<file path="config.mk">
export PLATFORM = sky130hd
export DESIGN_NAME = l2lf_decide
export DESIGN_NICKNAME = d
export VERILOG_FILES = /design/src/design/l2lf_pkg.sv /design/src/design/l2lf_decide.sv
export SDC_FILE = /design/constraint.sdc
export NUM_CORES = 1
export LEC_CHECK = 0
export CAP_MARGIN = 20
export CELL_PAD_IN_SITES_DETAIL_PLACEMENT = 2
export CELL_PAD_IN_SITES_GLOBAL_PLACEMENT = 2
export CORE_AREA = 10 10 73 75
export DETAILED_ROUTE_END_ITERATION = 6
export DIE_AREA = 0 0 83 85
export DONT_BUFFER_PORTS = 1
export PLACE_DENSITY_LB_ADDON = 0.15
export SLEW_MARGIN = 40
export SYNTH_ARGS = -nofsm -noshare
export SYNTH_HDL_FRONTEND = slang
export SYNTH_SLANG_ARGS = --single-unit
</file>
<file path="constraint.sdc">
create_clock -name vclk -period 1.46
set_input_delay 0.073 -clock vclk [all_inputs]
set_output_delay 0.073 -clock vclk [all_outputs]
set_load 0.01 [all_outputs]
</file>
<file path="src/design/l2lf_pkg.sv">
// Shared types, constants and beat layouts for the learning forwarder.
package l2lf_pkg;

	localparam int unsigned TABLE_ENTRIES_DEF = 1024;

	localparam int unsigned MAC_W    = 48;
	localparam int unsigned PORT_W   = 16;
	localparam int unsigned S_DATA_W = 176;
	localparam int unsigned M_DATA_W = 24;
	localparam int unsigned GROUP_BIT = 40;

	localparam logic [15:0] LLDP_TYPE  = 16'h88CC;
	localparam logic [15:0] FLOOD_PORT = 16'hFFFB;
	localparam logic [7:0]  TCP_PROTO  = 8'd6;

	localparam logic [15:0] L4_ISCSI   = 16'd3260;
	localparam logic [15:0] L4_BENCH   = 16'd5001;
	localparam logic [15:0] L4_SIP     = 16'd5060;
	localparam logic [15:0] L4_X11_A   = 16'd6000;
	localparam logic [15:0] L4_X11_B   = 16'd6002;

	typedef enum logic [1:0] {
		ACT_OUTPUT = 2'd0,
		ACT_QUEUE0 = 2'd1,
		ACT_QUEUE1 = 2'd2
	} act_t;

	typedef enum logic {
		ST_CLEAR,
		ST_RUN
	} state_t;

	typedef struct packed {
		logic [15:0] ingress_port;
		logic [47:0] source_mac;
		logic [47:0] dest_mac;
		logic [15:0] ether_type;
		logic [7:0]  ip_protocol;
		logic [15:0] src_l4_port;
		logic [15:0] dst_l4_port;
		logic        unbuffered;
		logic        whole_packet;
	} item_t;

	typedef struct packed {
		logic        dropped;
		logic        install_flow;
		act_t        flow_action;
		logic [15:0] egress_port;
		logic        send_packet;
		logic        out_from_buffer;
	} result_t;

	// One table entry as stored in the RAM.
	typedef struct packed {
		logic        valid;
		logic [47:0] mac;
		logic [15:0] port;
	} entry_t;

	localparam int unsigned ENTRY_W = $bits(entry_t);

endpackage

</file>
<file path="src/design/l2lf_decide.sv">
// Forwarding decision: drop, flow class, packet-out and egress selection.
module l2lf_decide (
	input  l2lf_pkg::item_t   item,
	input  logic              hit,
	input  logic [15:0]       learned_port,
	input  logic              flow_en,
	output l2lf_pkg::result_t res
);

	import l2lf_pkg::*;

	logic is_lldp;
	logic install;
	logic tcp_iscsi;
	logic qos_port;
	logic no_flow_path;

	assign is_lldp   = (item.ether_type == LLDP_TYPE);
	assign install   = flow_en && hit;
	assign tcp_iscsi = (item.ip_protocol == TCP_PROTO) &&
		((item.src_l4_port == L4_ISCSI) || (item.dst_l4_port == L4_ISCSI));
	assign qos_port  =
		(item.src_l4_port == L4_BENCH) || (item.dst_l4_port == L4_BENCH) ||
		(item.src_l4_port == L4_SIP)   || (item.dst_l4_port == L4_SIP)   ||
		(item.src_l4_port == L4_X11_A) || (item.dst_l4_port == L4_X11_A) ||
		(item.src_l4_port == L4_X11_B) || (item.dst_l4_port == L4_X11_B);
	assign no_flow_path = !flow_en || !hit || item.unbuffered;

	always_comb begin
		res = '0;
		if (is_lldp) begin
			res.dropped = 1'b1;
		end else begin
			res.install_flow = install;
			res.egress_port  = hit ? learned_port : FLOOD_PORT;
			if (install) begin
				priority if (tcp_iscsi) begin
					res.flow_action = ACT_QUEUE1;
				end else if (qos_port) begin
					res.flow_action = ACT_QUEUE0;
				end else begin
					res.flow_action = ACT_OUTPUT;
				end
			end
			// Truncated unbuffered packets get no packet-out.
			if (no_flow_path) begin
				if (!item.unbuffered) begin
					res.send_packet     = 1'b1;
					res.out_from_buffer = 1'b1;
				end else if (item.whole_packet) begin
					res.send_packet = 1'b1;
				end
			end
		end
	end

endmodule

</file>
After elaboration in Yosys (flattened, before gate mapping). Index checks and enable logic that the tools add are counted.

Memory bits (read-only): 0. Logic and storage cells: 36. Bits in latches: 0. Memories: 0. Input bits: 188. Register bits after elaboration: 0. Bits in writable memories: 0.

Multiply operators: 0. Muxes and demuxes: 10. Equality and inequality tests: 12. $add $sub $neg: 0. Reductions and logical operators: 14. Order comparisons: 0. Bitwise gates (word level): 0. Shift operators: 0. Divide/modulo/power cells: 0.

Operators with widths (count): 16-bit by 13-bit equality test with 1-bit output, second input constant (8); 16-bit by 12-bit equality test with 1-bit output, second input constant (2); 21-bit 2-to-1 mux (1); 16-bit equality test, second input constant (1); 16-bit 2-to-1 mux (1); 1-bit logical OR (10); 8-bit by 3-bit equality test with 1-bit output, second input constant (1); 2-bit 2-to-1 mux (3); 1-bit 2-to-1 mux (5); 1-bit logical AND (2); 1-bit logical NOT (2).

Longest topological paths before layout.
Word-level depth: 12. Depth in mapped cells: 5.

Worst setup path before layout. OpenSTA, ideal clock, no wires.

Kind: input -> output. From: in item[8] in the netlist's numbering. To: out res[18] in the netlist's numbering. Arrival time: 1.164 ns. Slack: 0.223 ns. Path buffers: 0. Cell stages on the path: 4. Path through: and4bb_1 -> nand3b_1 -> a211o_1 -> a2111oi_2.

RTL lines: from (decl) (line l2lf_decide.sv:3) `input l2lf_pkg::item_t item,`; to (decl) (line l2lf_decide.sv:7) `output l2lf_pkg::result_t res`.

==> summary.md <==
| Metric | Value |
|---|---|
| Setup crit start kind | input port |
| I/O pin cnt | 210 |
| Fin crit period | 1.38 ns |
| PnR worst setup slack | 0.0760 ns |
| Clkbuf count | 0 |
| Post-CTS setup buffer count | 0 |
| Hold Path Class | in2out |
| Fmax | 723 MHz |
| Worst hold slack | 0.231 ns |
| Final wirelength | 2840 um |
| Status | completed |
| Die height | 85 um |
| Worst path required time | 1.39 ns |
| Total Power | 82.7 uW |
| Crit path to | res[18] |
| Total iterations of the first detailed-routing run | 3 |
| Synthesized area per cell | 6.04 sq um |
| Worst Path Arrival | 1.31 ns |
| Remaining DRCs | 0 |
| Worst rel slew slack | 0.705 |
| Worst setup EP type | output pin |
| Starting Density | 0.131 |
| Share of cells above drive strength 1 | 0.0843 |
| # resized after CTS | 0 |
| Final setup vio count | 0 |
| CTS hold repair buffers | 0 |
| Seq cells | 0 |
| Crit Path Max Fanout | 2 |
| Measured slew at the worst slew-check pin | 0.437 ns |
| RSZ-0062 raised after global routing | false |
| Initial antenna violation count | 1 |
| Cells after synthesis | 85 |
| Max Slew Vio Count | 0 |
| # nets final | 273 |
| Largest net degree at the start of global routing | 20 |
| IO Port Bufs | 0 |
| Setup tns final | 0 ns |
| Yosys cell types | 26 |
| Seq/Total Area, Yosys | 0 |
| Via density | 5.12 |
| Lkg Pwr | 0.204 nW |
| Synth Net Count | 273 |
| Die ar. | 7060 sq um |
| Antenna Nets Post-Route | 0 |
| Wire per inst | 21.2 um |
| Placer Congestion | 0.730 |
| Area grow syn2layout | 16.3% |
| Die W | 83 um |
| Max-capacitance violation count | 0 |
| Site Rows | 23 |
| Initial DRC count | 14 |
| Ys Warns | 0 |
| Final period util | 0.948 |
| Placement Setup Slack | 0.0336 ns |
| Register area | 0 sq um |
| First-pass GRT wire length | 4280 um |
| Vias in the first global route | 820 |
| GRT Total Usage | 0.0680 |
| Finished Core Util | 0.152 |
| VDD IR max | 0.0322 mV |
| Total gr overflow | 0 |
| Vias | 686 |
| Endpoints failing hold | 0 |
| Crit Path Category | in2out |
| DP HPWL | 2690 um |
| P per Cell Area | 139 nW/um^2 |
| Core Area | 3910 sq um |
| Critical Path Source | item[8] |
| Cell area after synthesis | 513 sq um |
[where the power goes]
| part | internal [mW] | switching, mW |
|---|---|---|
| combinational | 0.0371 | 0.0456 |
| sequential | 0 | 0 |
| clock | 0.0000000916 | 0 |
[routing by layer]
metal  routed length [um]  up-vias  track usage
met5                    0        -            0
li1                     -      312            -
met4                    0        0            0
met2                 1230       67        0.112
met3                  556        0       0.0507
met1                 1050      307       0.0727
[Yosys cell counts]
library cell | number | share of area
a21oi_1 | 17 | 0.17
inv_1 | 15 | 0.11
nor4b_1 | 6 | 0.10
nand4_1 | 5 | 0.061
nor2_1 | 5 | 0.037
nor2b_1 | 5 | 0.061
nor4bb_1 | 5 | 0.098
nor3_1 | 4 | 0.039
nand2_1 | 3 | 0.022
and4b_1 | 2 | 0.039
buf_4 | 2 | 0.029
clkbuf_1 | 2 | 0.015
a2111oi_2 | 1 | 0.029
a211o_1 | 1 | 0.017
a21o_1 | 1 | 0.015
a31oi_1 | 1 | 0.012
and2_1 | 1 | 0.012
and4_1 | 1 | 0.017
and4bb_1 | 1 | 0.024
and4bb_2 | 1 | 0.024
buf_2 | 1 | 0.0097
nand3_1 | 1 | 0.0097
nand3b_1 | 1 | 0.015
o211ai_1 | 1 | 0.015
o21ai_0 | 1 | 0.0097
o22ai_1 | 1 | 0.012
[worst min-delay path by stage]
stage,start,endpoint,slack [ns],cells after the start
3_5_place_dp,hit,res[3],0.24,1
3_3_place_gp,hit,res[6],0.24,1
6_report,hit,res[3],0.23,1
5_1_grt,hit,res[3],0.24,1
4_1_cts,hit,res[3],0.24,1
2_1_floorplan,learned_port[2],res[4],0.24,2
[critical path, cell delays in order]
cell,delay (ns)
and4bb_1,0.28
nand3b_1,0.08
a211o_1,0.35
a2111oi_4,0.35
buf_4,0.18
[stage by stage]
| step | area (sq um) | std cells |
|---|---|---|
| floorplan | 513 | 85 |
| global placement | 571 | 133 |
| detailed placement | 571 | 133 |
| CTS | 571 | 133 |
| global route | 597 | 134 |
| finish | 597 | 134 |
[layout by cell type, fill, tap and decap left out, drive strengths merged]
master	instances
a21oi	17
inv	15
nor4b	6
nor4bb	5
nor2	5
nor2b	5
nand4	5
nor3	4
nand2	3
buf	3
and4b	2
and4bb	2
diode	1
and4	1
nand3	1
o22ai	1
and2	1
o211ai	1
a21o	1
o21ai	1
nand3b	1
a31oi	1
a211o	1
a2111oi	1
[layout make-up]
type / count / area, sq um
inverter: 15 / 56.3
antenna: 1 / 2.50
multi-input combinational: 65 / 453
fill: 491 / 3320
tap: 50 / 62.6
timing repair buffer: 3 / 22.5
[logic make-up after synthesis]
family,share of synthesized area
compound gates,0.276
buf+inv,0.163
simple gates,0.561
(Power assumes the default switching activity.)
