`src/design/l2lf_ram.sv`:
```
// Generic single-clock RAM, one write port, one registered read port.
module l2lf_ram #(
	parameter int unsigned WIDTH = 8,
	parameter int unsigned DEPTH = 16
) (
	input  logic                     clk,
	input  logic                     we,
	input  logic [$clog2(DEPTH)-1:0] waddr,
	input  logic [WIDTH-1:0]         wdata,
	input  logic                     re,
	input  logic [$clog2(DEPTH)-1:0] raddr,
	output logic [WIDTH-1:0]         rdata
);

	logic [WIDTH-1:0] mem_q [DEPTH];
	logic [WIDTH-1:0] rdata_q;

	always_ff @(posedge clk) begin
		if (we) begin
			mem_q[waddr] <= wdata;
		end
		if (re) begin
			rdata_q <= mem_q[raddr];
		end
	end

	assign rdata = rdata_q;

endmodule

```
`config.mk`:
```
export PLATFORM = sky130hd
export DESIGN_NAME = l2lf_ram
export DESIGN_NICKNAME = d
export VERILOG_FILES = /design/src/design/l2lf_ram.sv
export SDC_FILE = /design/constraint.sdc
export NUM_CORES = 1
export LEC_CHECK = 0
export BUFFER_PORTS_ARGS = -buffer_cell sky130_fd_sc_hd__buf_2
export CORE_MARGIN = 2
export CORE_UTILIZATION = 40
export CTS_CLUSTER_DIAMETER = 80
export DETAILED_ROUTE_END_ITERATION = 6
export HOLD_SLACK_MARGIN = 0.06
export SETUP_SLACK_MARGIN = 0.15
export SLEW_MARGIN = 20
export SYNTH_ARGS = -nofsm -noshare
export SYNTH_HDL_FRONTEND = slang
export SYNTH_SLANG_ARGS = --single-unit
export TNS_END_PERCENT = 1
```
`constraint.sdc`:
```
create_clock -name clk -period 1.85 [get_ports clk]
set_input_delay 0.0925 -clock clk [delete_from_list [all_inputs] [get_ports clk]]
set_output_delay 0.0925 -clock clk [all_outputs]
set_load 0.05 [all_outputs]
```
Word-level counts from Yosys, hierarchy flattened --
Memories as Yosys holds them, arrays and structs flattened. A register that Yosys moved wholly into a read port is not among the register bits. Cells that the tools add are included.
Word-level totals: register bits after elaboration 0, bits in writable memories 128, bits of input ports 19, logic and storage cells 3, memories 1
Cells by class: mux-type cells 2
Memories:
- mem_q | depth 16, width 8, rd ports 1, clocked after Yosys merged registers in 1, write ports 1, RTL line 15 | logic [WIDTH-1:0] mem_q [DEPTH];
Operators by type and width (number):
- 1-bit 2-to-1 mux | 2

Longest topological paths before layout --
Gate-level depths: netlist of run 1.
depth in word-level cells 2, depth in mapped cells 5

Least setup slack after synthesis of run 1 --
No wires, ideal clock.
kind in2reg, from in waddr[2], to mem mem_q[0][0] (enable), setup time 383 ps, arrival time 1202 ps, required time 1467 ps, slack 265 ps, stages on the path 2, path buffers 0, cell sequence or3b_2 > nor3_1
RTL lines:
- start: declaration | RTL line 8 | input logic [$clog2(DEPTH)-1:0] waddr,
- end: declaration | RTL line 15
No word-level cell before the write port.

==> metrics.md, run 1 <==
| Metric | Value |
|---|---|
| Wire length on met1 | ~4.6 mm |
| Worst reg-to-reg path cell count | 3 |
| Via/cell ratio | between 5 and 6 |
| Hold-fix buffers, CTS | 0 |
| DP Worst Slack | between 0.08 and 0.09 ns |
| # nets final | 310 |
| Crit path from | mem_q[3][7] |
| Max FO, Critical Path | 1 |
| Syn. warnings | 0 |
| First-pass GRT wire length | around 16 mm |
| Drt drc | 0 |
| Hold Fails Final Rpt | 0 |
| Capture point of the worst reg-to-reg path | rdata[7] |
| Register-to-Register Setup Slack | 0.34 ns |
| Clock power frac | 47.9% |
| CP Capture Type | flop |
| Met2 WL | between 5 and 6 mm |
| Clk_lat worst skew | 0.41 ns |
| Syn Inst Count | 229 |
| Area used by multi-input combinational logic | roughly 1100 µm² |
| Mean Syn Cell Area | around 23 µm² |
| Diodes inserted | 0 |
| Critical path depth | 3 |
| Seq cells post-synth | around 140 |
| Setup tns final | 0 ns |
| Top layer in use | met4 |
| Num CTS Buffers | 17 |
| Top-Level Pins | 27 |
| Final Max Tran Viols | 0 |
| Overall power | 7450 µW |
| Unrepaired setup endpoints after global routing | false |
| Register area | between 4000 and 5000 µm² |
| Largest net degree at the start of global routing | 22 |
| Total of max-cap violations | 0 |
| Core Box Area | approximately 13000 µm² |
| # rows | 41 |
| Clock transition at the registers of the reported paths | approximately 0.060 ns |
| Yosys cell types | 18 |
| Fin worst setup slack | approximately 0.34 ns |
| Final Cell Area | ~6400 µm² |
| Setup-failing EPs final | 0 |
| Syn_nets | about 250 |
| Worst slew pin tran | between 0.4 and 0.5 ns |
| H-tree Lvls | 4 |
| Relative slew slack | just over 70% |
| Post-synth top area share | 78.1% |
| CTS tree | done |
| Die height | approximately 120 µm |
| Top post-synthesis cells by area | edfxtp_1 78%, mux4_2 7.8%, mux4_1 7.0% |
| Sequential Power Share | a little under half |
| Initial antenna violation count | 0 |
| PortBufs | 26 |
| Worst IR Drop VDD | between 0.6 and 0.7 mV |
| Tot GR Track Use | 16.3% |
| Bufs and invs on worst path | 0 |
| Pre-antenna DRT Iters | 4 |
| Drt total wl | about 10 mm |
| Post-route ant nets | 0 |
| Critical path destination | rdata[7] |
| Type of origin of the critical path | flop |
| Int Power | about 6000 µW |
| Leakage | 0.00218 µW |
| Max incr delay on CP | about 0.47 ns |
| Period utilisation layout | 81.5% |
| CP max-delay cell | mux4_2 |
| WP data required | 2.00 ns |
| Net Sw Frac | slightly below 20% |
| Detail Route met3 WL | about 540 µm |
| Clock Sinks | 136 |
| Root Driver | clkbuf_16 |
| Proportion of layout cells with a drive suffix above 1 | around 33% |
| Fin crit period | between 1.5 and 2 ns |
| Psw | about 1500 µW |
| Top delay family on crit path | multiplexers |
| RD Place Congestion | roughly 0.73 |
| Hold Path Class | in -> reg |
| Status | complete, no violations |
| HPWL after DPL | around 7 mm |
| WP data arrival | 1.66 ns |
| WS Path Type | reg -> reg |
| Die ar. | approximately 14000 µm² |
| Number of fillers in the final layout | approximately 1000 |
| Final Util | slightly above 50% |
| Iter 0 DRT Violations | 188 |
| Reg2reg start | mem_q[3][7] |
| Pwr/cell area | approximately 1200 nW/µm² |
| Seq/Total Area, Yosys | approximately four fifths |
| Die Wd | 118 µm |
| GRT overflow | 0 |
| Via count | 2504 |
| Maximum root-to-sink buffer count | 2 |
| Comb power frac | about 5.2% |
| Post-DP Area | 5740 µm² |
| Initial Util | approximately 41% |
| Vias in the first global route | 2618 |
| Crit-path cells | mux4_2 > a22oi_1 > nand2_1 |
| Post-DR wirelength/cell | around 22 µm |
| Cell type with the highest aggregate area in the netlist | edfxtp_1 |
| Max Clock Freq | approximately 660 MHz |
| CTS resizes | 0 |
| Worst Skew | between 0.004 and 0.005 ns |
| Area grow syn2layout | 21.9% |
| Mapped Area | approximately 5200 µm² |
| Setup Buffers After CTS | 0 |
## worst register-to-register path, cell delays in order (launching register included)
cell and delay, ns:
edfxtp_1 0.38, mux4_2 0.47, a22oi_1 0.31, nand2_1 0.10
## synth_stat cells
master	count
mux4_2	18
edfxtp_1	136
nand3b_1	2
nand2_1	9
nor3_1	4
and2_1	1
nor2_1	13
nand3_1	1
nor2b_1	1
buf_6	3
a22oi_1	16
mux4_1	14
or3b_2	1
buf_4	1
nand2b_1	2
buf_2	3
clkdlybuf4s25_2	3
and2b_1	1
## cells in the final DEF, fill, tap and decap left out, types with 2 or more instances in the layout
cell,Yosys,layout
buf_2,3,26
mux4_1,14,14
nor2_1,13,13
bufinv_16,0,5
clkinv_1,0,2
a22oi_1,16,16
nand3b_1,2,2
clkbuf_16,0,17
edfxtp_1,136,136
buf_4,1,23
nand2_1,9,9
nor3_1,4,4
clkinv_2,0,3
buf_12,0,4
mux4_2,18,18
nand2b_1,2,2
clkinv_4,0,3
## flip-flops by register name (all words and copies together), names as in the netlist
register and count:
rdata 8, mem_q 128
## layout make-up
cell class | count | area share, %
clock buffers | 17 | 6.68
clock inverters | 14 | 3.24
multi-input cells | 83 | 16.6
flip-flops and latches | 136 | 64.1
well taps | 172 | 3.38
repair buffers | 53 | 6.01
## layer usage
| layer | up-vias | GRT usage (%) |
|---|---|---|
| li1 | 1104 | - |
| met1 | 1293 | 22.2 |
| met2 | 92 | 24.5 |
| met3 | 15 | 4.49 |
| met4 | 0 | 7.53 |
| met5 | - | 0 |
## per-stage QoR
stage	cells	hold WS, ns
after floorplan	229	0.191
after global placement	444	0.485
after detailed placement	444	0.491
after CTS	475	0.0631
after global routing	475	0.0719
final	475	0.0721
## power by group through the flow
stage	sequential [µW]	combinational, µW	clock (µW)
after floorplan	3600	175	0
after global placement	3560	383	0
after detailed placement	3560	389	0
after CTS	3500	391	3610
after global routing	3500	415	3750
final	3490	385	3570
## how the worst min path moves through the flow
stage,start,to,slack [ns],depth (start not counted)
2_1_floorplan,wdata[0],mem_q[0][0],0.19,0
4_1_cts,wdata[2],mem_q[3][2],0.06,1
3_3_place_gp,wdata[0],mem_q[1][0],0.48,1
3_5_place_dp,re,rdata[7],0.49,1
5_1_grt,wdata[2],mem_q[3][2],0.07,1
6_report,wdata[2],mem_q[1][2],0.07,1
## cell families (layout without fill, tap and decap cells)
family          count (synthesis)  count (layout)  share of synthesized area [%]
simple gates                   35              35                           3.14
compound gates                 16              16                           2.30
buf+inv                        10              84                           1.65
mux                            32              32                           14.8
flops                         136             136                           78.1
Note: power is estimated with default switching activity, not from simulation.
==> run 2: changes to the inputs <==
Clock period 1.85 ns to 1.5 ns, I/O delays scaled along.
==> metrics.md, run 2 (same netlist as run 1, synthesis figures left out) <==
| Metric | Value |
|---|---|
| Status | complete, no violations |
| Period utilisation layout | between 90% and 100% |
| Overall power | 8360 µW |
| Type of origin of the critical path | flop |
| Max incr delay on CP | approximately 0.48 ns |
| Commonest cells after routing, fill and taps aside | 136 x edfxtp_1, 26 x mux4_2, 26 x buf_2, 25 x buf_4, 17 x clkbuf_16 |
| Drt drc | 0 |
| Clock Sinks | around 140 |
| Iter 0 DRT Violations | between 150 and 200 |
| HPWL after DPL | roughly 6.5 mm |
| Worst reg-to-reg path cell count | 3 |
| Setup-failing EPs final | 0 |
| Num CTS Buffers | 17 |
| CTS tree | done |
| Core Box Area | roughly 13000 µm² |
| WHS Path Cells | 3 |
| Hold Fails Final Rpt | 0 |
| WS Path Type | reg -> reg |
| Register area | 4080 µm² |
| Die ar. | between 10000 and 15000 µm² |
| Via/cell ratio | slightly above 5 |
| Setup Buffers After CTS | 0 |
| Clock transition at the registers of the reported paths | approximately 0.060 ns |
| Max FO, Critical Path | 1 |
| Top-Level Pins | 27 |
| Clk_lat worst skew | 0.41 ns |
| # nets final | between 300 and 400 |
| Number of fillers in the final layout | roughly 1000 |
| Largest net degree at the start of global routing | 20 |
| Area grow syn2layout | 21.6% |
| Unrepaired setup endpoints after global routing | true |
| Die Wd | between 100 and 150 µm |
| Fin crit period | 1.40 ns |
| Post-DR wirelength/cell | roughly 21 µm |
| Total of max-cap violations | 0 |
| WP data arrival | ~1.6 ns |
| H-tree Lvls | 4 |
| CP max-delay cell | mux4_2 |
| Worst slew pin tran | around 1.1 ns |
| PortBufs | 26 |
| Root Driver | clkbuf_16 |
| Pre-antenna DRT Iters | 4 |
| Vias in the first global route | roughly 2600 |
| Setup tns final | 0 ns |
| Proportion of layout cells with a drive suffix above 1 | between 30% and 40% |
| Post-route ant nets | 0 |
| Die height | 118 µm |
| Relative slew slack | a little over a quarter |
| Worst IR Drop VDD | around 0.77 mV |
| # rows | 41 |
| Hold Path Class | in -> reg |
| Leakage | ~0.0021 µW |
| Area used by multi-input combinational logic | 1080 µm² |
| Maximum root-to-sink buffer count | 2 |
| Max Clock Freq | 712 MHz |
| Pwr/cell area | approximately 1300 nW/µm² |
| Crit-path cells | mux4_2 > a22oi_2 > nand2_1 |
| Diodes inserted | 0 |
| Top reg by flops | mem_q |
| Initial antenna violation count | 0 |
| Via count | 2511 |
| Tot GR Track Use | approximately 16% |
| Max FFs per register | 128 |
| Commonest non-fill, non-tap cell in the layout | edfxtp_1 |
| Worst Skew | 0.00811 ns |
| WP data required | between 1.5 and 2 ns |
| GRT overflow | 0 |
| First-pass GRT wire length | around 15 mm |
| Final Max Tran Viols | 0 |
| CP Capture Type | flop |
| RD Place Congestion | ~0.75 |
| Drt total wl | between 10 and 15 mm |
| Initial Util | approximately two fifths |
## run 2: metal layers
layer  global-route usage, %  vias up  wire length, µm
met3                    4.49        2              665
met5                       0        -                0
met4                    5.87        0               60
li1                        -     1114                -
met1                    21.4     1297             4570
met2                    23.8       98             4840
## run 2: final timing paths
check | from | end | slack, ns
setup reg to reg | mem_q[3][6] | rdata[6] | 0.1
setup / recovery | mem_q[3][6] | rdata[6] | 0.1
hold reg to reg | mem_q[12][6] | rdata[6] | 0.75
hold / removal | waddr[0] | mem_q[0][5] | 0.20
## run 2: power by group
group / switching, µW / internal [µW]
clock: 1480 / 2070
sequential: 20.9 / 4280
combinational: 302 / 205
total: 1800 / 6560
## run 2: repair_timing
action	CTS	global route
gates cloned	0	0
hold buffers	9	0
pin swaps	6	1
resized for setup	16	1
setup endpoints to repair	8	8
endpoints found under the hold margin	131	0
## run 2: worst max-delay path: cells and delay by family (launching register included)
kind | cells | cell delay [ns]
simple gates | 1 | 0.09
flops | 1 | 0.35
mux | 1 | 0.48
compound gates | 1 | 0.24
## run 2: final cells by class
class	instances	share of cell area [%]
sequential	136	64.2
multi-input combinational	83	16.9
timing repair buffer	63	7.36
clock buffer	17	6.69
tap	172	3.39
clock inverter	15	1.38
## run 2: stage by stage
stage,hold slack [ns],setup slack [ns],cells,utilization [%],instance area (µm²)
2_1_floorplan,0.174,0.143,229,-,5230
3_3_place_gp,0.460,-0.131,445,45.3,5740
3_5_place_dp,0.460,-0.135,445,45.3,5740
4_1_cts,0.182,0.104,486,50.2,6360
5_1_grt,0.219,0.0395,486,50.2,6360
6_report,0.204,0.0961,486,50.2,6360
