## config.mk

```make
export PLATFORM = sky130hd
export DESIGN_NAME = l2lf_index
export DESIGN_NICKNAME = d
export VERILOG_FILES = /design/src/design/l2lf_pkg.sv /design/src/design/l2lf_index.sv
export SDC_FILE = /design/constraint.sdc
export NUM_CORES = 1
export LEC_CHECK = 0
export BUFFER_PORTS_ARGS = -buffer_cell sky130_fd_sc_hd__buf_4
export CORE_MARGIN = 5
export CORE_UTILIZATION = 27
export DETAILED_ROUTE_END_ITERATION = 6
export GPL_TIMING_DRIVEN = 0
export PLACE_DENSITY_LB_ADDON = 0.05
export SYNTH_ARGS = -nofsm -noshare
export SYNTH_HDL_FRONTEND = slang
export SYNTH_SLANG_ARGS = --single-unit
```

## constraint.sdc

```tcl
create_clock -name vclk -period 0.8
set_clock_uncertainty 0.05 [all_clocks]
set_input_delay 0.08 -clock vclk [all_inputs]
set_output_delay 0.08 -clock vclk [all_outputs]
set_load 0.01 [all_outputs]
```

## src/design/l2lf_pkg.sv

```systemverilog
// Shared types, constants and beat layouts for the learning forwarder.
package l2lf_pkg;

	localparam int unsigned TABLE_ENTRIES_DEF = 1024;

	localparam int unsigned MAC_W    = 48;
	localparam int unsigned PORT_W   = 16;
	localparam int unsigned S_DATA_W = 176;
	localparam int unsigned M_DATA_W = 24;
	localparam int unsigned GROUP_BIT = 40;

	localparam logic [15:0] LLDP_TYPE  = 16'h88CC;
	localparam logic [15:0] FLOOD_PORT = 16'hFFFB;
	localparam logic [7:0]  TCP_PROTO  = 8'd6;

	localparam logic [15:0] L4_ISCSI   = 16'd3260;
	localparam logic [15:0] L4_BENCH   = 16'd5001;
	localparam logic [15:0] L4_SIP     = 16'd5060;
	localparam logic [15:0] L4_X11_A   = 16'd6000;
	localparam logic [15:0] L4_X11_B   = 16'd6002;

	typedef enum logic [1:0] {
		ACT_OUTPUT = 2'd0,
		ACT_QUEUE0 = 2'd1,
		ACT_QUEUE1 = 2'd2
	} act_t;

	typedef enum logic {
		ST_CLEAR,
		ST_RUN
	} state_t;

	typedef struct packed {
		logic [15:0] ingress_port;
		logic [47:0] source_mac;
		logic [47:0] dest_mac;
		logic [15:0] ether_type;
		logic [7:0]  ip_protocol;
		logic [15:0] src_l4_port;
		logic [15:0] dst_l4_port;
		logic        unbuffered;
		logic        whole_packet;
	} item_t;

	typedef struct packed {
		logic        dropped;
		logic        install_flow;
		act_t        flow_action;
		logic [15:0] egress_port;
		logic        send_packet;
		logic        out_from_buffer;
	} result_t;

	// One table entry as stored in the RAM.
	typedef struct packed {
		logic        valid;
		logic [47:0] mac;
		logic [15:0] port;
	} entry_t;

	localparam int unsigned ENTRY_W = $bits(entry_t);

endpackage

```

## src/design/l2lf_index.sv

```systemverilog
// Table index hash: XOR of index-width slices of a MAC, folded into range.
module l2lf_index #(
	parameter int unsigned TABLE_ENTRIES = l2lf_pkg::TABLE_ENTRIES_DEF
) (
	input  logic [l2lf_pkg::MAC_W-1:0]       mac,
	output logic [$clog2(TABLE_ENTRIES)-1:0] idx
);

	import l2lf_pkg::*;

	localparam int unsigned W   = $clog2(TABLE_ENTRIES);
	localparam int unsigned NSL = (MAC_W + W - 1) / W;
	localparam logic [W:0]  ENT = (W+1)'(TABLE_ENTRIES);

	logic [NSL*W-1:0] mac_ext;
	logic [W-1:0]     acc;
	logic [W:0]       acc_ext;
	logic [W:0]       acc_sub;

	assign mac_ext = (NSL*W)'(mac);

	always_comb begin
		acc = '0;
		for (int i = 0; i < NSL; i++) begin
			acc = acc ^ mac_ext[i*W +: W];
		end
	end

	// Fold once: the hash stays below twice the table size.
	assign acc_ext = {1'b0, acc};
	assign acc_sub = acc_ext - ENT;
	assign idx     = (acc_ext >= ENT) ? acc_sub[W-1:0] : acc;

endmodule

```

## Yosys cells after proc, flatten, opt, wreduce, memory -nomap -nowiden

Index checks and enable logic that the tools add are counted.

- Bits in registers: 0
- Input bits: 48
- Output and inout port bits: 10
- Word-level logic and storage cells: 7

- Add/subtract/negate cells: 1
- $lt $le $gt $ge: 1
- Mux-type cells: 1
- Bitwise gates (word level): 4

Operator list:

| cell | count |
|---|---|
| $xor 10x10->10 | 3 |
| $ge 10x11->1 const B | 1 |
| $mux 10 | 1 |
| $sub 10x1->10 const B | 1 |
| $xor 10x8->10 | 1 |

## Depth between registers and ports, before layout

Gate-level depths: netlist (run 1).

- Word-level depth: 6
- Mapped depth: 2
- Mapped depth without buffers: 2

## Worst setup path before layout (run 1)

OpenSTA, ideal clock, no wires.

- Path type: input to output
- From: input mac[10] (netlist name)
- To: output idx[0]
- Arrival time: 0.694 ns
- Required time: 0.670 ns
- Slack: -0.024 ns
- Cell stages on the path: 2
- Path buffers: 0
- Path through: xnor3_1 -> xnor2_1

- Longest elaborated chain between the ends: 6
- Elaborated cells on any way between the ends: 7
- Classes of those cells: 1 x add/sub; 1 x order compare; 1 x mux; 4 x bitwise

Ends and longest elaborated chain:

| what | RTL line | text |
|---|---|---|
| start, declared | l2lf_index.sv:5 | `input logic [l2lf_pkg::MAC_W-1:0] mac,` |
| $xor 10x10->10 (*) (3 in series) | l2lf_index.sv:25 | `acc = acc ^ mac_ext[i*W +: W];` |
| $xor 10x8->10 (*) | l2lf_index.sv:25 |  |
| $sub 10x1->10 / $ge 10x11->1 (equally long branches) | l2lf_index.sv:31, l2lf_index.sv:32 |  |
| $mux 10 (*) | l2lf_index.sv:32 | `assign idx = (acc_ext >= ENT) ? acc_sub[W-1:0] : acc;` |
| end, declared | l2lf_index.sv:6 | `output logic [$clog2(TABLE_ENTRIES)-1:0] idx` |

Mark *: on every way between the ends. The rest lies on a longest branch, timed or not.

## Worst setup path after layout (run 1)

- From: input mac[12] (netlist name)
- To: output idx[2]

Same word-level chain as after synthesis.

==> results of run 1 <==
## final cells by class
| cell class | count | share of cell area, % |
|---|---|---|
| multi-input cells | 30 | 45.73 |
| well taps | 15 | 1.884 |
| repair buffers | 58 | 52.39 |
## through the flow
stage	instances	utilization (%)
3_5_place_dp	103	68.17
5_1_grt	103	76.54
2_1_floorplan	30	-
4_1_cts	103	71.92
3_3_place_gp	103	68.17
6_report	103	76.54
## metal layers
metal	GRT usage (%)	wire length, um
met5	0	0
met4	0	0
met3	0.7663	129
met2	25.20	830
met1	7.306	195
## what timing repair did
action,CTS,global route
hold buffers,0,0
endpoints found under the setup margin,8,10
pin swaps,16,19
resized for setup,13,13
## cell usage in the layout (no fill, tap or decap)
cell,netlist,routed
xor2_1,10,9
buf_6,0,23
xor2_2,0,1
xnor3_1,8,8
buf_4,0,35
xnor2_2,0,10
xnor2_1,12,2
## worst max path at each step
stage / startpoint / slack [ns] / depth (start not counted) / end
after global placement: mac[17] / -0.19 / 4 / idx[7]
after floorplan: mac[10] / 0.007 / 2 / idx[0]
after CTS: mac[22] / -0.19 / 4 / idx[2]
after detailed placement: mac[12] / -0.20 / 4 / idx[2]
after global routing: mac[15] / -0.21 / 4 / idx[5]
final: mac[12] / -0.17 / 4 / idx[2]
## cell families after synthesis
kind of cell | count (synthesis) | share of synthesized area [%]
xor+xnor | 30 | 100.0
## power groups by stage
stage               clock [mW]  combinational (mW)  sequential, mW
detailed placement           0               0.839               0
global route                 0               0.936               0
floorplan                    0               0.438               0
global placement             0               0.826               0
finish                       0               0.877               0
CTS                          0               0.863               0
==> metrics.txt, run 1 <==
crit path kind input port to output port; Wirelength per Cell roughly 11 um; Sw Share a little under a third; FFs & Latches 0; die area 2224 um2; Storage cell area 0 um2; Final Cell Area roughly 1000 um2; RSZ-0062 raised after global routing true; post-synth cell types 3; Max VDD drop just over 0.5 mV; n_diodes 0; Crit path buffers/inverters 2; synth cell count leaders 12 x xnor2_1, 10 x xor2_1, 8 x xnor3_1; Power Total between 0.8 and 0.9 mW; layout cell share with drive strength beyond 1 around 80%; crit start category input port; number of fill cells in the layout between 100 and 150; GP Congestion 0.6529; port bufs slightly below 60; Routed Antenna Nets 0; Final nets approximately 140; Worst path slowest cell xnor3_1; die height between 40 and 50 um; max cap viols 0; min Tclk post-route roughly 1 ns; row count 13; post-place setup slack -0.1976 ns; post-synth net total slightly below 80; relative slew slack between 80% and 90%; yosys warns 0; Initial Utilization between 20% and 30%; clock share of power 0%; synthesized area between 300 and 400 um2; combinational power share between 90% and 100%; Worst-Margin Slew approximately 0.26 ns; core region area 1301 um2; sequential share of the synthesized area 0%; Post-Place Cell Area about 900 um2; placed wire-length estimate ~1100 um; Pre-Repair DR Iteration Count 1; Slew Limit Fails 0; PwrDens between 800 and 900 nW/um2; Worst EP required between 0.6 and 0.7 ns; Fin. Hold Viols 0; first-pass GRT wire length 1642 um; critical path endpoint category output port; main area contributors after synthesis xnor3_1 48%, xnor2_1 28%, xor2_1 23%; pin count of the biggest net entering global routing 2; Syn Inst Count 30; Worst Setup Slack, final -0.1741 ns; Max stage delay on crit path approximately 0.41 ns; Worst path top cell family by delay XOR/XNOR gates; area of the multi-input gates ~460 um2; most numerous cell in the Yosys netlist xnor2_1; Yosys top cell by area xnor3_1; via count approximately 430; vias in the first global route about 460; CLK BUF 0; top cell type's share of synthesized area 48.32%; worst-path cell chain buf_6 > xnor3_1 > xnor2_2 > buf_4; hold path depth 4; Avg Inst Size Synth 12.43 um2; Worst Path Arrival 0.84 ns; Hold Path Sink idx[9]; maximum clock frequency slightly above 1 GHz; Routed WL around 1200 um; initial DRC count 0; Final Hold Slack ~0.5 ns; leakage dissipation 0.5576 nW; Net Sw Power 0.2808 mW; TNS Setup -1.336 ns; Post-CTS Setup Bufs 0; period utilisation layout 121.8%; # DRC 0; initial antenna violation count 0; Flop pwr share 0%; Area growth, synth to finish 167.1%; outcome finished with violations; Die X around 47 um; internal power 0.5966 mW; routed vias/inst ~4.2; GRT Overall Usage under 10%; CP Max Fanout 1; grt total ovfl 0; Min-Delay Path Class input port to output port; Final Setup Violations 8; Worst Hold Launch mac[39]; failing checks setup timing; I/O pin count 58
(Power assumes the default switching activity.)
==> run 2, diff against run 1 <==
--- a/config.mk
+++ b/config.mk
@@ -5,7 +5,7 @@
 export SDC_FILE = /design/constraint.sdc
 export NUM_CORES = 1
 export LEC_CHECK = 0
-export BUFFER_PORTS_ARGS = -buffer_cell sky130_fd_sc_hd__buf_4
+export BUFFER_PORTS_ARGS = -buffer_cell sky130_fd_sc_hd__clkbuf_2
 export CORE_MARGIN = 5
 export CORE_UTILIZATION = 27
 export DETAILED_ROUTE_END_ITERATION = 6
==> run 2 against run 1 <==
Against the previous run: the flow still finishes with violations (setup timing); cell area down 23%; first-iteration DRC count stayed put; wire length down 14%.
==> metrics.txt, run 2 (synthesis gave the netlist of run 1 again) <==
outcome finished with violations; failing checks setup timing; Worst Setup Slack, final -0.1773 ns; first-pass GRT wire length about 1400 um; FFs & Latches 0; post-layout util around three fifths; pin count of the biggest net entering global routing 2; crit path kind input port to output port; worst-path cell chain clkbuf_2 > xnor3_1 > xnor2_2 > buf_2; CLK BUF 0; via count roughly 430; Worst Path Arrival ~0.85 ns; vias in the first global route between 400 and 500; Hold Path Sink idx[9]; Pre-Repair DR Iteration Count 1; RSZ-0062 raised after global routing true; most frequent cells in the layout 47 x clkbuf_2, 10 x xor2_1, 8 x xnor3_1, 8 x xnor2_2, 7 x buf_2; Die X about 47 um; number of fill cells in the layout 136; grt total ovfl 0; die height around 47 um; # DRC 0; Worst EP required 0.67 ns; die area ~2200 um2; row count 13; Final Cell Area 767.0 um2; period utilisation layout 122.2%; initial antenna violation count 0; port bufs just under 60; Max stage delay on crit path slightly above 0.4 ns; max cap viols 0; most common cell after layout, fill and taps aside clkbuf_2; n_diodes 0; critical path endpoint category output port; min Tclk post-route approximately 0.98 ns; Post-Place Cell Area roughly 740 um2; Final nets about 140; Worst-Margin Slew ~0.25 ns; Slew Limit Fails 0; Area growth, synth to finish 105.7%; post-place setup slack -0.1814 ns; Fin. Hold Viols 0; Final Setup Violations 8; I/O pin count a little under 60; GP Congestion approximately 0.67; area of the multi-input gates between 400 and 500 um2; routed vias/inst around 4.2; relative slew slack roughly 84%; Wirelength per Cell about 9.7 um; initial DRC count 0; hold path depth 4; crit start category input port; Routed WL 997 um; Final Hold Slack roughly 0.5 ns; GRT Overall Usage under 10%; layout cell share with drive strength beyond 1 between 70% and 80%; Min-Delay Path Class input port to output port; maximum clock frequency about 1 GHz; Routed Antenna Nets 0; Max VDD drop 0.3879 mV; Initial Utilization approximately 29%; PwrDens around 900 nW/um2; Worst Hold Launch mac[39]; Storage cell area 0 um2; Worst path slowest cell xnor3_1; CP Max Fanout 1; core region area around 1300 um2; leakage dissipation 0.4846 nW
run 2: critical path: cells and delay by family:
family,cells,cell delay [ns]
xor gates and xnor gates,2,0.55
buffers and inverters,2,0.22
run 2: timing repair:
action / 4_1_cts / 5_1_grt
buffers inserted: 0 / 0
setup endpoints to repair: 8 / 9
gates resized for setup: 0 / 11
pin swaps: 0 / 4
hold buffers: 0 / 0
gates cloned: 0 / 0
run 2: cell type report:
class	count	area share, %
Tap cell	15	2.447
Multi-Input combinational cell	30	56.44
Timing Repair Buffer	58	41.11
run 2: worst max-delay path by stage:
stage / startpoint / to / slack [ns]
3_5_place_dp: mac[11] / idx[1] / -0.18
2_1_floorplan: mac[10] / idx[0] / 0.007
3_3_place_gp: mac[11] / idx[1] / -0.17
5_1_grt: mac[20] / idx[0] / -0.22
6_report: mac[20] / idx[0] / -0.18
4_1_cts: mac[11] / idx[1] / -0.18
run 2: per-stage QoR:
stage          std cells  total power, mW  TNS, ns
5_1_grt              103           0.7558   -1.565
3_5_place_dp         103           0.7020   -1.411
2_1_floorplan         30           0.4377        0
6_report             103           0.6995   -1.324
4_1_cts              103           0.7035   -1.424
3_3_place_gp         103           0.6923   -1.326
run 2: report_power, final:
group          switching, mW  internal, mW
registers                  0             0
clock network              0             0
logic                  0.266         0.433
total                  0.266         0.433
run 2: routing by layer:
layer	vias to the layer above	global-route usage, %	routed length, um
li1	214	-	-
met4	0	0	0
met3	0	0	125
met1	192	6.150	191
met2	23	22.76	680
met5	-	0	0
==> run 3, diff against run 2 <==
--- a/config.mk
+++ b/config.mk
@@ -9,8 +9,8 @@
 export CORE_MARGIN = 5
 export CORE_UTILIZATION = 27
 export DETAILED_ROUTE_END_ITERATION = 6
-export GPL_TIMING_DRIVEN = 0
 export PLACE_DENSITY_LB_ADDON = 0.05
+export RECOVER_POWER = 50
 export SYNTH_ARGS = -nofsm -noshare
 export SYNTH_HDL_FRONTEND = slang
 export SYNTH_SLANG_ARGS = --single-unit
==> run 3 against run 2 <==
Against the previous run: the flow still finishes with violations (setup timing); count of clock-buffer cells in the layout is the same; highest routed layer unchanged; fmax shrank 0.82%; wire length grew 7.7%; worst setup slack lost 0.0081 ns; largest cell class unchanged; core utilization grew 1.6 points; first-iteration DRC count is the same; non-clock buffer count is the same; final cell count is the same; total power grew 2.3%.
==> metrics.txt, run 3 (synthesis gave the netlist of run 1 again) <==
outcome finished with violations; failing checks setup timing; min Tclk post-route around 0.99 ns; Area growth, synth to finish 111.4%; CLK BUF 0; most common cell after layout, fill and taps aside clkbuf_2; Fin. Hold Viols 0; placed wire-length estimate 1004 um; Min-Delay Path Class input port to output port; critical path endpoint category output port; row count 13; first-pass GRT wire length approximately 1400 um; post-layout util between 60% and 70%; max cap viols 0; Routed WL approximately 1100 um; Die X 47.16 um; core region area approximately 1300 um2; Worst-Margin Slew about 0.24 ns; Pre-Repair DR Iteration Count 1; grt total ovfl 0; Hold Path Sink idx[9]; Wirelength per Cell roughly 10 um; GRT Overall Usage a little over 8%; leakage dissipation ~0.50 nW; GP Congestion about 0.64; Worst Hold Launch mac[9]; Routed Antenna Nets 0; via count roughly 420; layout cell share with drive strength beyond 1 between 70% and 80%; Worst Setup Slack, final -0.1854 ns; routed vias/inst roughly 4.1; FFs & Latches 0; most frequent cells in the layout 47 x clkbuf_2, 10 x xor2_1, 10 x xnor2_2; Final nets around 140; n_diodes 0; Initial Utilization ~29%; die height about 47 um; number of fill cells in the layout 127; port bufs 58; initial DRC count 0; maximum clock frequency 1.015 GHz; vias in the first global route roughly 400; Worst EP required 0.67 ns; I/O pin count 58; TNS Setup -1.383 ns; PwrDens 907.7 nW/um2; RSZ-0062 raised after global routing true; relative slew slack about 84%; Slew Limit Fails 0; Max VDD drop 0.4138 mV; hold buffer count at CTS 0; period utilisation layout 123.2%; CP Max Fanout 1; initial antenna violation count 0; die area ~2200 um2; # DRC 0; crit start category input port; pin count of the biggest net entering global routing 2; crit path kind input port to output port; Final Setup Violations 8; hold path depth 4; Worst Path Arrival around 0.86 ns; Storage cell area 0 um2
-- run 3: layout make-up --
| type | instances | area [um2] | area share [%] |
|---|---|---|---|
| Multi-Input combinational cell | 30 | 447.9 | 56.83 |
| Tap cell | 15 | 18.77 | 2.381 |
| Timing Repair Buffer | 58 | 321.6 | 40.79 |
-- run 3: timing repair --
action                                  CTS  global route
endpoints found under the setup margin    8            10
buffers inserted                          0             0
gates resized for setup                   0            13
endpoints found under the hold margin     0             0
pin swaps                                 1             9
-- run 3: worst max-delay path, cell delays in order --
cell,delay [ns]
buf_6,0.07
xnor3_1,0.41
xnor2_2,0.15
buf_2,0.14
-- run 3: power breakdown --
| group | switching [mW] | internal, mW |
|---|---|---|
| combinational | 0.273 | 0.442 |
| clock | 0 | 0 |
| sequential | 0 | 0 |
-- run 3: how the worst max path moves through the flow --
stage                   to    start  slack, ns
floorplan           idx[0]  mac[10]      0.007
global placement    idx[6]  mac[16]      -0.18
detailed placement  idx[5]  mac[15]      -0.19
CTS                 idx[5]  mac[15]      -0.19
global route        idx[5]  mac[25]      -0.22
finish              idx[5]  mac[25]      -0.19
-- run 3: per-stage QoR --
| step | hold slack [ns] | setup slack (ns) | instance area (um2) | cells | power, mW |
|---|---|---|---|---|---|
| finish | 0.4838 | -0.1854 | 788.3 | 103 | 0.7155 |
| global placement | 0.4921 | -0.1833 | 742.0 | 103 | 0.6941 |
| detailed placement | 0.4958 | -0.1902 | 742.0 | 103 | 0.7038 |
| floorplan | 0.3147 | 0.007283 | 432.9 | 30 | 0.4377 |
| global route | 0.5143 | -0.2172 | 788.3 | 103 | 0.7704 |
| CTS | 0.4958 | -0.1903 | 742.0 | 103 | 0.7053 |
-- run 3: routing by layer --
metal,vias to the layer above,track usage (%),wire length (um)
li1,214,-,-
met1,186,6.178,246
met2,23,20.87,687
met3,0,0.7663,140
met4,0,0,0
met5,-,0,0
